--- config.mk ---
export PLATFORM = sky130hd
export DESIGN_NAME = midi_step_select_debouncer
export DESIGN_NICKNAME = d
export VERILOG_FILES = /design/src/hdl/mssd_pkg.sv /design/src/hdl/midi_step_select_debouncer.sv
export SDC_FILE = /design/constraint.sdc
export NUM_CORES = 1
export LEC_CHECK = 0
export ABC_AREA = 0
export BUFFER_PORTS_ARGS = -buffer_cell sky130_fd_sc_hd__buf_4
export CORE_ASPECT_RATIO = 1.2
export CORE_MARGIN = 2
export CORE_UTILIZATION = 59
export CTS_BUF_LIST = sky130_fd_sc_hd__clkbuf_8
export DETAILED_ROUTE_END_ITERATION = 7
export GPL_TIMING_DRIVEN = 0
export PLACE_DENSITY_LB_ADDON = 0.2
export REMOVE_ABC_BUFFERS = 1
export SKIP_CTS_REPAIR_TIMING = 1
export SYNTH_ARGS = -nofsm -noshare
export SYNTH_HDL_FRONTEND = slang
export SYNTH_SLANG_ARGS = --single-unit
export TNS_END_PERCENT = 10
--- constraint.sdc ---
create_clock -name clk -period 6.1 [get_ports clk]
set_input_delay 1.22 -clock clk [delete_from_list [all_inputs] [get_ports clk]]
set_output_delay 1.22 -clock clk [all_outputs]
set_load 0.005 [all_outputs]
--- src/hdl/mssd_pkg.sv ---
package mssd_pkg;

  // Operation codes of the input channel.
  localparam logic [1:0] OP_FIRST_NOTE  = 2'd0;
  localparam logic [1:0] OP_SECOND_NOTE = 2'd1;
  localparam logic [1:0] OP_TICK        = 2'd2;

  // Configuration register indexes.
  localparam int unsigned CFG_INDEX_W = 3;
  localparam logic [CFG_INDEX_W-1:0] CFG_ENABLE        = 3'd0;
  localparam logic [CFG_INDEX_W-1:0] CFG_TWO_NOTE_MODE = 3'd1;
  localparam logic [CFG_INDEX_W-1:0] CFG_NOTE_TIMEOUT  = 3'd2;
  localparam logic [CFG_INDEX_W-1:0] CFG_DEBOUNCE      = 3'd3;
  localparam logic [CFG_INDEX_W-1:0] CFG_STEP_COUNT    = 3'd4;
  localparam int unsigned CFG_DATA_W = 16;

  // Field widths.
  localparam int unsigned VEL_W  = 7;
  localparam int unsigned STEP_W = 14;
  localparam int unsigned TICK_W = 16;

  // Register reset values and lower limits.
  localparam logic [TICK_W-1:0] NOTE_TIMEOUT_RST = 16'd1000;
  localparam logic [TICK_W-1:0] NOTE_TIMEOUT_MIN = 16'd100;
  localparam logic [TICK_W-1:0] DEBOUNCE_RST     = 16'd100;
  localparam logic [TICK_W-1:0] DEBOUNCE_MIN     = 16'd1;
  localparam logic [TICK_W-1:0] PEND_TICKS_MIN   = 16'd10;
  localparam logic [TICK_W-1:0] TICK_SAT         = 16'hFFFF;

  typedef struct packed {
    logic [1:0]       operation;
    logic [VEL_W-1:0] velocity;
    logic             sequence_running;
  } in_item_t;

  typedef struct packed {
    logic [STEP_W-1:0] step_index;
    logic              start_sequence;
  } out_item_t;

  // Working state of the step selector.
  typedef struct packed {
    logic              waiting_second;
    logic [VEL_W-1:0]  first_velocity;
    logic [TICK_W-1:0] note_countdown;
    logic              pending_valid;
    logic [STEP_W-1:0] pending_step;
    logic [TICK_W-1:0] pend_countdown;
    logic              last_change_valid;
    logic [TICK_W-1:0] since_change;
  } sel_state_t;

  // Outcome of offering one step to the debounce stage.
  typedef struct packed {
    sel_state_t st;
    logic       fire;
  } queue_res_t;

endpackage

--- src/hdl/midi_step_select_debouncer.sv ---
// Step selector with debounce. Each input transfer carries a first note
// velocity, a second note velocity or a one millisecond tick; each may yield
// at most one step selection on the result channel. Every item is handled by the
// combinational selector logic in front of a two-entry result queue, so a new
// item is taken every cycle; the input stalls only when both result entries are
// full. Configuration writes through cfg_we take effect at once and are
// meant for times when no item is in flight.
module midi_step_select_debouncer
  import mssd_pkg::*;
(
  input  logic                   clk,
  input  logic                   rst_n,
  input  logic                   in_valid,
  output logic                   in_ready,
  input  in_item_t               in_data,
  output logic                   out_valid,
  input  logic                   out_ready,
  output out_item_t              out_data,
  input  logic                   cfg_we,
  input  logic [CFG_INDEX_W-1:0] cfg_index,
  input  logic [CFG_DATA_W-1:0]  cfg_wdata
);

  // Configuration registers.
  logic              enable_r, enable_nxt;
  logic              two_note_r, two_note_nxt;
  logic [TICK_W-1:0] note_timeout_r, note_timeout_nxt;
  logic [TICK_W-1:0] debounce_r, debounce_nxt;
  logic [STEP_W-1:0] step_count_r, step_count_nxt;

  sel_state_t st_r, st_nxt;

  // Result queue: head register and one skid entry.
  logic      out_valid_r, out_valid_nxt;
  out_item_t out_r, out_nxt;
  logic      skid_valid_r, skid_valid_nxt;
  out_item_t skid_r, skid_nxt;

  logic      accept;
  logic      push;
  logic      pop;
  out_item_t res;

  // Offer step s to the debounce stage: issue it now, hold it as pending, or drop it when disabled or out of range.
  function automatic queue_res_t queue_step(input sel_state_t st,
                                            input logic [STEP_W-1:0] s,
                                            input logic en,
                                            input logic [STEP_W-1:0] count,
                                            input logic [TICK_W-1:0] deb);
    queue_res_t        r;
    logic [TICK_W-1:0] rem;
    r.st   = st;
    r.fire = 1'b0;
    rem    = deb - st.since_change;
    if (en && (s < count)) begin
      r.st.pending_step  = s;
      r.st.pending_valid = 1'b1;
      if (st.last_change_valid && (st.since_change < deb)) begin
        if (st.pend_countdown == '0) begin
          r.st.pend_countdown = (rem < PEND_TICKS_MIN) ? PEND_TICKS_MIN : rem;
        end
      end else begin
        r.st.pending_valid     = 1'b0;
        r.st.pending_step      = '0;
        r.st.last_change_valid = 1'b1;
        r.st.since_change      = '0;
        r.fire                 = 1'b1;
      end
    end
    return r;
  endfunction

  assign in_ready  = !skid_valid_r;
  assign accept    = in_valid && in_ready;
  assign pop       = out_valid_r && out_ready;
  assign out_valid = out_valid_r;
  assign out_data  = out_r;

  // Selector: one item, then any configuration write on top.
  always_comb begin
    sel_state_t        s;
    queue_res_t        q;
    logic              fire;
    logic [STEP_W-1:0] step;
    logic [STEP_W-1:0] combined;
    logic [VEL_W-1:0]  f;
    s        = st_r;
    fire     = 1'b0;
    step     = '0;
    combined = {st_r.first_velocity, in_data.velocity};
    f        = st_r.first_velocity;
    q        = '0;

    if (accept) begin
      unique case (in_data.operation)
        OP_FIRST_NOTE: begin
          if (enable_r) begin
            if (two_note_r) begin
              s.first_velocity = in_data.velocity;
              s.waiting_second = 1'b1;
              s.note_countdown = note_timeout_r;
            end else if (in_data.velocity != '0) begin
              step = STEP_W'(in_data.velocity) - STEP_W'(1);
              q    = queue_step(s, step, enable_r, step_count_r, debounce_r);
              s    = q.st;
              fire = q.fire;
            end
          end
        end
        OP_SECOND_NOTE: begin
          if (enable_r && two_note_r && st_r.waiting_second) begin
            s.waiting_second = 1'b0;
            s.first_velocity = '0;
            s.note_countdown = '0;
            if (combined != '0) begin
              step = combined - STEP_W'(1);
              q    = queue_step(s, step, enable_r, step_count_r, debounce_r);
              s    = q.st;
              fire = q.fire;
            end
          end
        end
        OP_TICK: begin
          // Time since the last issued change, saturating.
          if (s.last_change_valid && (s.since_change != TICK_SAT)) begin
            s.since_change = s.since_change + TICK_W'(1);
          end
          // Debounce countdown first.
          if (s.pend_countdown != '0) begin
            s.pend_countdown = s.pend_countdown - TICK_W'(1);
            if ((s.pend_countdown == '0) && enable_r && s.pending_valid) begin
              step            = s.pending_step;
              s.pending_valid = 1'b0;
              s.pending_step  = '0;
              if (step < step_count_r) begin
                s.last_change_valid = 1'b1;
                s.since_change      = '0;
                fire                = 1'b1;
              end
            end
          end
          // Then the note timeout. After an issue in this tick the step
          // lands as pending or is dropped, so the earlier result stands.
          if (s.waiting_second) begin
            if (s.note_countdown > TICK_W'(1)) begin
              s.note_countdown = s.note_countdown - TICK_W'(1);
            end else begin
              s.waiting_second = 1'b0;
              s.first_velocity = '0;
              s.note_countdown = '0;
              if (f != '0) begin
                q = queue_step(s, STEP_W'(f) - STEP_W'(1), enable_r,
                               step_count_r, debounce_r);
                s = q.st;
                if (!fire && q.fire) begin
                  step = STEP_W'(f) - STEP_W'(1);
                  fire = 1'b1;
                end
              end
            end
          end
        end
        default: begin
          // Unused operation code: no effect.
        end
      endcase
    end

    enable_nxt       = enable_r;
    two_note_nxt     = two_note_r;
    note_timeout_nxt = note_timeout_r;
    debounce_nxt     = debounce_r;
    step_count_nxt   = step_count_r;

    // Configuration writes.
    if (cfg_we) begin
      unique case (cfg_index)
        CFG_ENABLE: begin
          enable_nxt = cfg_wdata[0];
          if (!cfg_wdata[0]) begin
            s.waiting_second = 1'b0;
            s.first_velocity = '0;
            s.note_countdown = '0;
            s.pending_valid  = 1'b0;
            s.pending_step   = '0;
            s.pend_countdown = '0;
          end
        end
        CFG_TWO_NOTE_MODE: begin
          two_note_nxt = cfg_wdata[0];
          if (cfg_wdata[0] != two_note_r) begin
            s.waiting_second = 1'b0;
            s.first_velocity = '0;
            s.note_countdown = '0;
          end
        end
        CFG_NOTE_TIMEOUT: begin
          note_timeout_nxt = (cfg_wdata < NOTE_TIMEOUT_MIN) ? NOTE_TIMEOUT_MIN : cfg_wdata;
        end
        CFG_DEBOUNCE: begin
          debounce_nxt = (cfg_wdata < DEBOUNCE_MIN) ? DEBOUNCE_MIN : cfg_wdata;
        end
        CFG_STEP_COUNT: begin
          step_count_nxt = cfg_wdata[STEP_W-1:0];
        end
        default: begin
          // Writes beyond the register list are dropped.
        end
      endcase
    end

    st_nxt             = s;
    push               = fire;
    res.step_index     = step;
    res.start_sequence = !in_data.sequence_running;
  end

  // Result queue next state.
  always_comb begin
    out_valid_nxt  = out_valid_r;
    out_nxt        = out_r;
    skid_valid_nxt = skid_valid_r;
    skid_nxt       = skid_r;
    if (pop) begin
      if (skid_valid_r) begin
        out_nxt        = skid_r;
        skid_valid_nxt = 1'b0;
      end else begin
        out_valid_nxt = push;
        out_nxt       = res;
      end
    end else if (push) begin
      if (!out_valid_r) begin
        out_valid_nxt = 1'b1;
        out_nxt       = res;
      end else begin
        skid_valid_nxt = 1'b1;
        skid_nxt       = res;
      end
    end
  end

  // Control and configuration registers.
  always_ff @(posedge clk) begin
    if (!rst_n) begin
      enable_r       <= 1'b0;
      two_note_r     <= 1'b0;
      note_timeout_r <= NOTE_TIMEOUT_RST;
      debounce_r     <= DEBOUNCE_RST;
      step_count_r   <= '0;
      st_r           <= '0;
      out_valid_r    <= 1'b0;
      skid_valid_r   <= 1'b0;
    end else begin
      enable_r       <= enable_nxt;
      two_note_r     <= two_note_nxt;
      note_timeout_r <= note_timeout_nxt;
      debounce_r     <= debounce_nxt;
      step_count_r   <= step_count_nxt;
      st_r           <= st_nxt;
      out_valid_r    <= out_valid_nxt;
      skid_valid_r   <= skid_valid_nxt;
    end
  end

  // Result payload registers.
  always_ff @(posedge clk) begin
    out_r  <= out_nxt;
    skid_r <= skid_nxt;
  end

endmodule

### After elaboration in Yosys (flattened, before gate mapping)

Index checks and enable logic that the tools add are counted.

| word-level totals | value |
|---|---|
| register bits | 152 |
| input port bits | 34 |
| output and inout bits | 17 |

| operators by class | value |
|---|---|
| $add $sub $neg | 8 |
| order comparisons | 11 |
| eq/ne operators | 17 |
| mux-type cells | 82 |
| bitwise operators | 2 |
| reduce and logical (&&, ||, !) cells | 38 |

Operators by type and width:

| operator | number |
|---|---|
| $mux 49 | 8 |
| $mux 48 | 8 |
| $mux 72 | 4 |
| $pmux 72 s3 | 1 |
| $mux 14 | 12 |
| $mux 16 | 10 |
| $mux 15 | 8 |
| $mux 55 | 2 |
| $lt 14x14->1 | 4 |
| $logic_not 16->1 | 3 |
| $mux 24 | 2 |
| $pmux 24 s2 | 1 |
| $pmux 14 s3 | 1 |
| $mux 18 | 2 |
| $mux 17 | 2 |
| $lt 16x16->1 | 2 |
| $lt 16x4->1 const B | 2 |
| $sub 16x1->16 const B | 2 |
| $sub 16x16->16 | 2 |
| $mux 31 | 1 |
| $mux 1 | 18 |
| $add 16x1->16 const B | 1 |
| $gt 16x1->1 const B | 1 |
| $lt 16x1->1 const B | 1 |
| 28 further kinds | 60 |

### Longest topological paths before layout

Gate-level depths: netlist of the first run.

| logic depth | value |
|---|---|
| word-level depth | 29 |
| gate-level depth with buffers | 23 |
| mapped depth without buffers | 19 |

### Worst setup path after synthesis of the first run

No wires, ideal clock.

| timing | value |
|---|---|
| path kind | reg2reg |
| from | reg st_r[17] (netlist name) |
| to | reg out_r, in the netlist out_data[0] (enable) |
| setup time | 0.408 ns |
| arrival | 5.312 ns |
| setup slack | 0.380 ns |
| stages on the path, launching flop included | 20 |
| path buffers | 3 |
| period minus slack after synthesis | 5.720 ns |
| cell sequence | dfxtp_1 > clkbuf_1 > inv_1 > ha_1 > or3b_2 > o32ai_1 > a22oi_1 > nor4_4 > nand4_1 > clkbuf_1 > nand2_1 > ha_1 > clkbuf_1 > nand2_1 > or3_1 > o41ai_1 > o31ai_1 > a21oi_1 > o21ai_0 > o21ai_0 |

| on the way | value |
|---|---|
| longest elaborated chain between the ends | 26 |

RTL lines:

| element | RTL line | RTL |
|---|---|---|
| start, declared | midi_step_select_debouncer.sv:31 | `sel_state_t st_r, st_nxt;` |
| start signal, assigned | midi_step_select_debouncer.sv:260 | `st_r <= st_nxt;` |
| $sub 16x1->16 | midi_step_select_debouncer.sv:130 | `s.pend_countdown = s.pend_countdown - TICK_W'(1);` |
| $logic_not 16->1 | midi_step_select_debouncer.sv:131 | `if ((s.pend_countdown == '0) && enable_r && s.pending_valid) begin` |
| $logic_and 1x1->1 (2 in series) | midi_step_select_debouncer.sv:131 |  |
| $mux 17 | midi_step_select_debouncer.sv:131 |  |
| $mux 48 | midi_step_select_debouncer.sv:129 | `if (s.pend_countdown != '0) begin` |
| $mux 48 | midi_step_select_debouncer.sv:95 | `unique case (in_data.operation)` |
| $mux 48 | midi_step_select_debouncer.sv:94 | `if (accept) begin` |
| $lt 16x16->1 | midi_step_select_debouncer.sv:58 | `if (st.last_change_valid && (st.since_change < deb)) begin` |
| [9 not listed] | n/a |  |
| $mux 1 | midi_step_select_debouncer.sv:155 | `if (!fire && q.fire) begin` |
| $mux 1 | midi_step_select_debouncer.sv:151 | `if (f != '0) begin` |
| $mux 1 | midi_step_select_debouncer.sv:145 | `if (s.note_countdown > TICK_W'(1)) begin` |
| $mux 1 * | midi_step_select_debouncer.sv:144 | `if (s.waiting_second) begin` |
| $pmux 1 s3 * | midi_step_select_debouncer.sv:95 |  |
| $mux 1 * | midi_step_select_debouncer.sv:94 |  |
| $reduce_bool 2->1 (no source line) * | n/a |  |
| $reduce_and 2->1 (no source line) * | n/a |  |
| end signal, assigned | midi_step_select_debouncer.sv:268 | `out_r <= out_nxt;` |
| end, declared | midi_step_select_debouncer.sv:35 | `out_item_t out_r, out_nxt;` |

Mark *: on every way between the ends. The rest lies on a longest branch, timed or not. The select of a mux whose other input is x is not followed.
A chain may end at the register's enable or synchronous reset.

### Final worst setup path of the first run

| timing | value |
|---|---|
| from | reg st_r[17] (netlist name) |
| to | reg skid_r[1] (netlist name) (enable) |

| on the way | value |
|---|---|
| longest elaborated chain between the ends | 25 |

RTL lines:

| element | RTL line | RTL |
|---|---|---|
| $sub 16x1->16 | midi_step_select_debouncer.sv:130 |  |
| $logic_not 16->1 | midi_step_select_debouncer.sv:131 |  |
| $logic_and 1x1->1 (2 in series) | midi_step_select_debouncer.sv:131 |  |
| $mux 17 | midi_step_select_debouncer.sv:131 |  |
| $mux 48 | midi_step_select_debouncer.sv:129 |  |
| $mux 48 | midi_step_select_debouncer.sv:95 |  |
| $mux 48 | midi_step_select_debouncer.sv:94 |  |
| $lt 16x16->1 | midi_step_select_debouncer.sv:58 |  |
| [8 not listed] | n/a |  |
| $logic_and 1x1->1 | midi_step_select_debouncer.sv:155 |  |
| $mux 1 | midi_step_select_debouncer.sv:155 |  |
| $mux 1 | midi_step_select_debouncer.sv:151 |  |
| $mux 1 | midi_step_select_debouncer.sv:145 |  |
| $mux 1 * | midi_step_select_debouncer.sv:144 |  |
| $pmux 1 s3 * | midi_step_select_debouncer.sv:95 |  |
| $mux 1 * | midi_step_select_debouncer.sv:94 |  |
| $reduce_and 3->1 (no source line) * | n/a |  |
| end signal, assigned | midi_step_select_debouncer.sv:269 | `skid_r <= skid_nxt;` |
| end, declared | midi_step_select_debouncer.sv:37 | `out_item_t skid_r, skid_nxt;` |

Marks and branches as above.

==> results.md, run 1 <==
* Setup ws final at around 340 ps
* Vert. Die Dim at around 160 µm
* CTS root buf: clkbuf_8
* Core area at 19500 µm²
* Grt ovf at 0
* Final WL at roughly 37 mm
* I/O Buffers at 50
* Die W at 133 µm
* Final nets at 1638
* Synth top area cells: dfxtp_1 (21%), ha_1 (9.2%), edfxtp_1 (7.7%), nand2_1 (7.1%), a21oi_1 (4.1%)
* Largest net degree at the start of global routing at 56
* Leading area contributor after synthesis: dfxtp_1
* Post-synthesis area per instance at a little under 8 µm²
* Top_reg_cell synth: dfxtp_1
* Critical setup path kind: reg2reg
* Layout area overhead at 8.19%
* Sequential power share at approximately 45%
* Mapped cell area at 11800 µm²
* Final setup viols at 0
* RD Place Congestion at 1.01
* Dominant cell by count in the synthesized netlist: nand2_1
* Gate power share at a little under a fifth
* Post-synthesis cell type count at 90
* Failing checks: capacitance limit, slew limit
* Row cnt at 56
* Switching share of power at roughly a third
* 1st-pass router iterations at 7
* Internal power at approximately 0.0016 W
* CTS buffer count at 17
* CP Max Fanout at 17
* DR vias at between 10000 and 15000
* Status: finished, violations left
* Post-Route Skew at around 21 ps
* Max-slew headroom at -1.54%
* First-pass GRT wire length at 58.8 mm
* Final Hold Fails at 0
* Metal-1 WL at around 15 mm
* Number of global-route vias before repair at ~11000
* HPWL after detailed placement at 28.0 mm
* Highest Signal Layer: met4
* Yosys top cell area share at 20.7%
* VDD IR max at approximately 0.00014 V
* Leak at 4.74 nW
* Critical path arrival at 5940 ps
* Hold Crit Class: reg2reg
* Power density over the cells at ~180 nW/µm²
* EDFF count, synth at 30
* Layout cells sized above 1 at under 10%
* Syn Inst Count at ~1500
* Seq/Total Area, Yosys at about 28%
* Setup WS pre-CTS at -400 ps
* Mean number of vias per cell at about 6.6
* Data required, critical path at approximately 6300 ps
* Slew @ Worst Pin at around 1500 ps
* WL/cell at roughly 20 µm
* Initial DRC Count at approximately 1100
* Initial antenna violation count at 0
* Die area at 21100 µm²
* Ant diodes at 0
* H-tree Lvls at 4
* Skew-Pair Late Insertion Delay at slightly below 500 ps
* Syn. warnings at 0
* Post-route ant nets at 0
* CTS Buffer Depth at 2
* Final worst path period share at between 90% and 100%
* Final min period at between 5000 and 6000 ps
* Synth cell count leaders: nand2_1 (222), dfxtp_1 (122), nor2_1 (122), a21oi_1 (97), o21ai_0 (97)
* CP startpoint kind: flip-flop
* Slew Viols, Final at 17
* Sw power at 0.000753 W
* Starting Density at about three fifths
* Met3 Routed Length at 2.21 mm
* Max cap viols at 1
* Fmax at ~170 MHz
* RSZ-0062 raised after global routing: no
* DRC at 0
* Async set-reset flop share out of synthesis at 0%
* Worst hold slack at 457 ps
* CTS Sinks at roughly 150
* Fill count at around 1800
* WL met2 at between 15 and 20 mm
* TritonCTS clock tree: built
* Clock Power Share at 36.7%
* Worst-path clk slew at 90 ps
* IO Count at 51
* Tot GR Track Use at around a third
* Seq cells post-synth at between 150 and 200
* CP Capture Type: flip-flop
## logic make-up (layout without fill, tap and decap cells)
logic type	count (synthesis)	in the layout	synth area share, %
multiplexers	14	14	1.21
XOR/XNOR	60	60	4.53
buffers and inverters	140	152	4.89
AND/OR/NAND/NOR	602	602	25.0
flip-flops	152	152	28.4
AO/OA/AOI/OAI	459	459	26.4
adder cells (fa/ha/maj)	89	89	9.59
## through the flow
stage	setup TNS [ps]	std cells	instance area, µm²	utilization [%]	total power (W)
6_report	0	1789	12700	65.2	0.00233
5_1_grt	0	1789	12700	65.2	0.00241
4_1_cts	-13710	1786	12600	64.7	0.00232
3_5_place_dp	-17000	1754	12200	62.5	0.00148
3_3_place_gp	-47410	1750	12100	62.1	0.00148
2_1_floorplan	0	1439	11400	-	0.00134
## critical path, stage by stage (launching register included)
cell     delay (ps)
dfxtp_1         450
inv_1           160
ha_1            230
or3b_1          560
o31ai_2         280
nand4_1         260
nor4_4          390
nand4_1         140
buf_4           220
nand2_1          80
ha_1            240
nand2_1         130
or3_1           430
o41ai_2         550
o31ai_1         170
a21oi_1         350
o21ai_2         140
nor3_2          440
buf_6           230
## flip-flops by register name (all words and copies together) (netlist names)
name / flops
debounce_r: 16
enable_r: 1
note_timeout_r: 16
out_data: 15
out_valid: 1
skid_r: 15
skid_valid_r: 1
st_r: 72
step_count_r: 14
two_note_r: 1
## cell usage in the layout, fill, tap and decap left out, types with 10 or more instances in the layout
cell type,Yosys,routed
a221oi_1,13,13
nor2b_1,17,17
a21oi_1,97,97
a22oi_1,17,17
and3_1,26,25
a21o_1,28,28
a211oi_1,22,22
nand2_1,222,222
or3_1,10,10
ha_1,87,87
nor3b_1,10,10
xnor2_1,42,42
nand3_1,50,49
xor2_1,17,17
mux2i_1,12,12
nor4_1,13,13
o211ai_1,21,21
nor2_1,122,120
nand4_1,18,18
buf_4,2,53
nand2b_1,17,17
o31ai_1,18,17
dfxtp_1,122,122
clkbuf_8,0,18
o21ai_0,97,95
inv_1,63,63
nor3_1,39,36
a21boi_0,37,37
edfxtp_1,30,30
and2_1,12,12
## cell type report
type / instances / area, µm² / area share [%]
Sequential cell: 152 / 3340 / 26.2
Multi-Input combinational cell: 1224 / 7940 / 62.4
Clock buffer: 18 / 248 / 1.94
Inverter: 63 / 236 / 1.86
Clock inverter: 14 / 183 / 1.43
Timing Repair Buffer: 57 / 459 / 3.60
Tap cell: 261 / 327 / 2.56
## power groups by stage
| stage | Clock, W | Sequential (W) | Combinational (W) |
|---|---|---|---|
| global placement | 0 | 0.00107 | 0.000402 |
| finish | 0.000853 | 0.00105 | 0.000422 |
| global route | 0.000902 | 0.00105 | 0.000457 |
| detailed placement | 0 | 0.00108 | 0.000408 |
| floorplan | 0 | 0.00107 | 0.000274 |
| CTS | 0.000855 | 0.00105 | 0.000410 |
## layer usage
layer / global-route usage [%] / vias to the layer above
met4: 21.2 / 0
li1: - / 5565
met3: 5.30 / 155
met1: 42.0 / 5460
met2: 58.0 / 554
met5: 0 / -
## worst paths after layout
check	from	to	slack [ps]	cells after the start
max	st_r[17]$_SDFF_PN0_	skid_r[1]$_DFFE_PP_	340	18
max reg2reg	st_r[17]$_SDFF_PN0_	skid_r[1]$_DFFE_PP_	340	18
min reg2reg	st_r[10]$_SDFFE_PN0P_	st_r[10]$_SDFFE_PN0P_	460	1
min	st_r[10]$_SDFFE_PN0P_	st_r[10]$_SDFFE_PN0P_	460	1
(Power assumes the default switching activity.)
==> inputs of run 2 (changes only) <==
--- a/config.mk
+++ b/config.mk
@@ -13,7 +13,8 @@
 export CTS_BUF_LIST = sky130_fd_sc_hd__clkbuf_8
 export DETAILED_ROUTE_END_ITERATION = 7
 export GPL_TIMING_DRIVEN = 0
-export PLACE_DENSITY_LB_ADDON = 0.2
+export PLACE_DENSITY = 0.8
+export RECOVER_POWER = 25
 export REMOVE_ABC_BUFFERS = 1
 export SKIP_CTS_REPAIR_TIMING = 1
 export SYNTH_ARGS = -nofsm -noshare
==> run 2 against run 1 <==
Compared with the run above:
- the flow still finishes with violations (capacitance limit, slew limit)
- final area barely moved
- die area stayed put
- maximum frequency grew 0.15%
- worst hold slack better by 1.7 ps
- non-clock buffer count increased by 3
- routed wire length down 2.5%
- clock skew down 1.7 ps
- register-to-register slack about the same
- sequential cell count unchanged
- sequential power hardly changed
- critical path type unchanged
==> results.md, run 2 (synthesis results as in run 1) <==
* HPWL after detailed placement at 27.3 mm (-2.7%)
* R2R depth at 21 (+3)
* Final nets at 1641 (+0.18%)
* Fill count at 1744 (-0.74%)
* Worst R2R End: out_data[12]$_DFFE_PP_
* Skew-Pair Late Insertion Delay at 490 ps (about the same)
* Row cnt at 56 (unchanged)
* Power density over the cells at 180 nW/µm² (-1.2%)
* Initial DRC Count at 1066 (+1.4%)
* Core area at 19500 µm² (unchanged)
* CP startpoint kind: flip-flop
* First-pass GRT wire length at 56.8 mm (-3.3%)
* Register Area at 3340 µm² (unchanged)
* Layout cells sized above 1 at 9.41% (-0.084 points)
* Worst-path clk slew at 100 ps (about the same)
* Tot GR Track Use at 33.7% (-1.1 points)
* Post-Route Skew at 19.1 ps (-1.73 ps)
* Worst path cell trace: inv_1 > ha_1 > or3b_1 > o31ai_2 > nand4_1 > nor4_4 > and4_2 > nor2_1 > ha_1 > fa_1 > nand2b_1 > a21o_1 > a21oi_1 > nor4b_2 > nor2_2 > a211oi_4 > buf_12 > buf_4 > a21o_1 > a21oi_1 > o21ai_1
* Setup ws final at 350 ps (+8.41 ps)
* Fmax at 174 MHz (+0.15%)
* IO Count at 51 (unchanged)
* Vert. Die Dim at 159 µm (unchanged)
* Max-slew headroom at -0.975% (+0.56 points)
* DRC at 0 (unchanged)
* Critical Path Max Stage Delay at 560 ps (about the same)
* Critical setup path kind: reg2reg
* WL/cell at 19.9 µm (-2.6%)
* Top flop regs: st_r x72, debounce_r x16, note_timeout_r x16
* Data required, critical path at 6340 ps (+50 ps)
* H-tree Lvls at 4 (unchanged)
* Layout area overhead at 8.18% (about the same)
* Mean number of vias per cell at 6.50 (-0.87%)
* Worst flop-to-flop path startpoint: st_r[17]$_SDFF_PN0_
* Most frequent cells in the layout: nand2_1 (222), dfxtp_1 (122), nor2_1 (120), a21oi_1 (97), o21ai_0 (95)
* Die W at 133 µm (unchanged)
* Hold Path Depth at 1 (unchanged)
* DR vias at 11700 (-0.71%)
* Largest net degree at the start of global routing at 56 (unchanged)
* CTS buffer count at 17 (unchanged)
* Final setup viols at 0 (unchanged)
* VDD IR max at 0.000150 V (+8.9%)
* Critical path arrival at 5990 ps (+50 ps)
* TritonCTS clock tree: built
* Failing checks: capacitance limit, slew limit
* Slew @ Worst Pin at 1510 ps (-8.38 ps)
* Grt ovf at 0 (unchanged)
* R2R setup slack at 350 ps (about the same)
* Starting Density at 60.2% (unchanged)
* Multi-input logic area at 7930 µm² (-0.22%)
* RD Place Congestion at 0.967 (-3.8%)
* CTS Sinks at 152 (unchanged)
* Leak at 4.74 nW (about the same)
* Initial antenna violation count at 0 (unchanged)
* Final Hold Fails at 0 (unchanged)
* Hold path start: st_r[10]$_SDFFE_PN0P_
* CTS root buf: clkbuf_8
* Max cap viols at 1 (unchanged)
* Die area at 21100 µm² (unchanged)
* Final worst path period share at 94.3% (-0.14 points)
* Number of global-route vias before repair at 10700 (-4.4%)
* Status: finished, violations left
* Setup tns final at 0 ps (unchanged)
* 1st-pass router iterations at 6 (-1)
* Max reg flops at 72 (unchanged)
* Most flops, register: st_r
* I/O Buffers at 50 (unchanged)
* CP Max Fanout at 13 (-4)
* Hold Crit Class: reg2reg
* Slew Viols, Final at 17 (unchanged)
* Final WL at 35.7 mm (-2.5%)
* Final min period at 5750 ps (-8.41 ps)
* CP Capture Type: flip-flop
* Post-route ant nets at 0 (unchanged)
* CTS Buffer Depth at 2 (unchanged)
* Slowest stage cell, crit path: or3b_1
* Commonest non-fill, non-tap cell in the layout: nand2_1
* Setup WS pre-CTS at -394 ps (+6.39 ps)
* Ant diodes at 0 (unchanged)
* Worst Hold End: st_r[10]$_SDFFE_PN0P_
* RSZ-0062 raised after global routing: no
run 2: cell types whose count changed in the layout (fill, tap and decap cells not counted), moves of 2 or more:
cell,delta
clkinv_4,-4
clkinv_8,+3
buf_4,-17
bufinv_16,-2
inv_12,+2
clkbuf_4,+17
inv_8,+2
clkbuf_1,+2
run 2: worst max-delay path by stage:
stage                             end  cells after the start  slack [ps]                start
6_report       out_data[12]$_DFFE_PP_                     21         350  st_r[17]$_SDFF_PN0_
5_1_grt           st_r[32]$_SDFF_PN0_                     19          20  st_r[18]$_SDFF_PN0_
4_1_cts         out_data[7]$_DFFE_PP_                     18        -470  st_r[17]$_SDFF_PN0_
3_5_place_dp    out_data[7]$_DFFE_PP_                     18        -390  st_r[17]$_SDFF_PN0_
3_3_place_gp    out_data[9]$_DFFE_PP_                     16       -1160  st_r[17]$_SDFF_PN0_
2_1_floorplan   out_data[0]$_DFFE_PP_                     12         390           in_data[6]
run 2: power breakdown:
group          total, W  internal [W]  switching (W)
clock          0.000824      0.000323       0.000501
sequential      0.00105       0.00103      0.0000194
combinational  0.000422      0.000148       0.000274
run 2: through the flow:
step | cell area (µm²) | hold slack (ps) | power [W] | instances | utilization (%)
after CTS | 12700 | 462 | 0.00229 | 1787 | 64.7
after detailed placement | 12200 | 444 | 0.00148 | 1755 | 62.6
after floorplan | 11400 | 427 | 0.00134 | 1439 | -
after global routing | 12700 | 485 | 0.00238 | 1792 | 65.2
final | 12700 | 459 | 0.00230 | 1792 | 65.2
after global placement | 12100 | 443 | 0.00147 | 1750 | 62.1
run 2: critical path: cells and delay by family (launching register included):
family,cells,cell delay (ps)
AO/OA/AOI/OAI,7,1280
adder cells (fa/ha/maj),3,910
buffers and inverters,3,460
flip-flops,1,440
AND/OR/NAND/NOR,8,2420
run 2: routing by layer:
layer  part of all wire [%]  wire length, µm  track usage, %
met2                     47            16700            55.0
met4                    5.3             1900            17.9
met1                     41            14600            42.5
met5                      0                0               0
met3                    7.1             2530            5.43
run 2: area by class of cell:
cell class	count	area share (%)
Tap cell	261	2.56
Inverter	63	1.86
Clock buffer	17	1.84
Timing Repair Buffer	60	3.78
Multi-Input combinational cell	1224	62.2
Clock inverter	15	1.49
Sequential cell	152	26.2
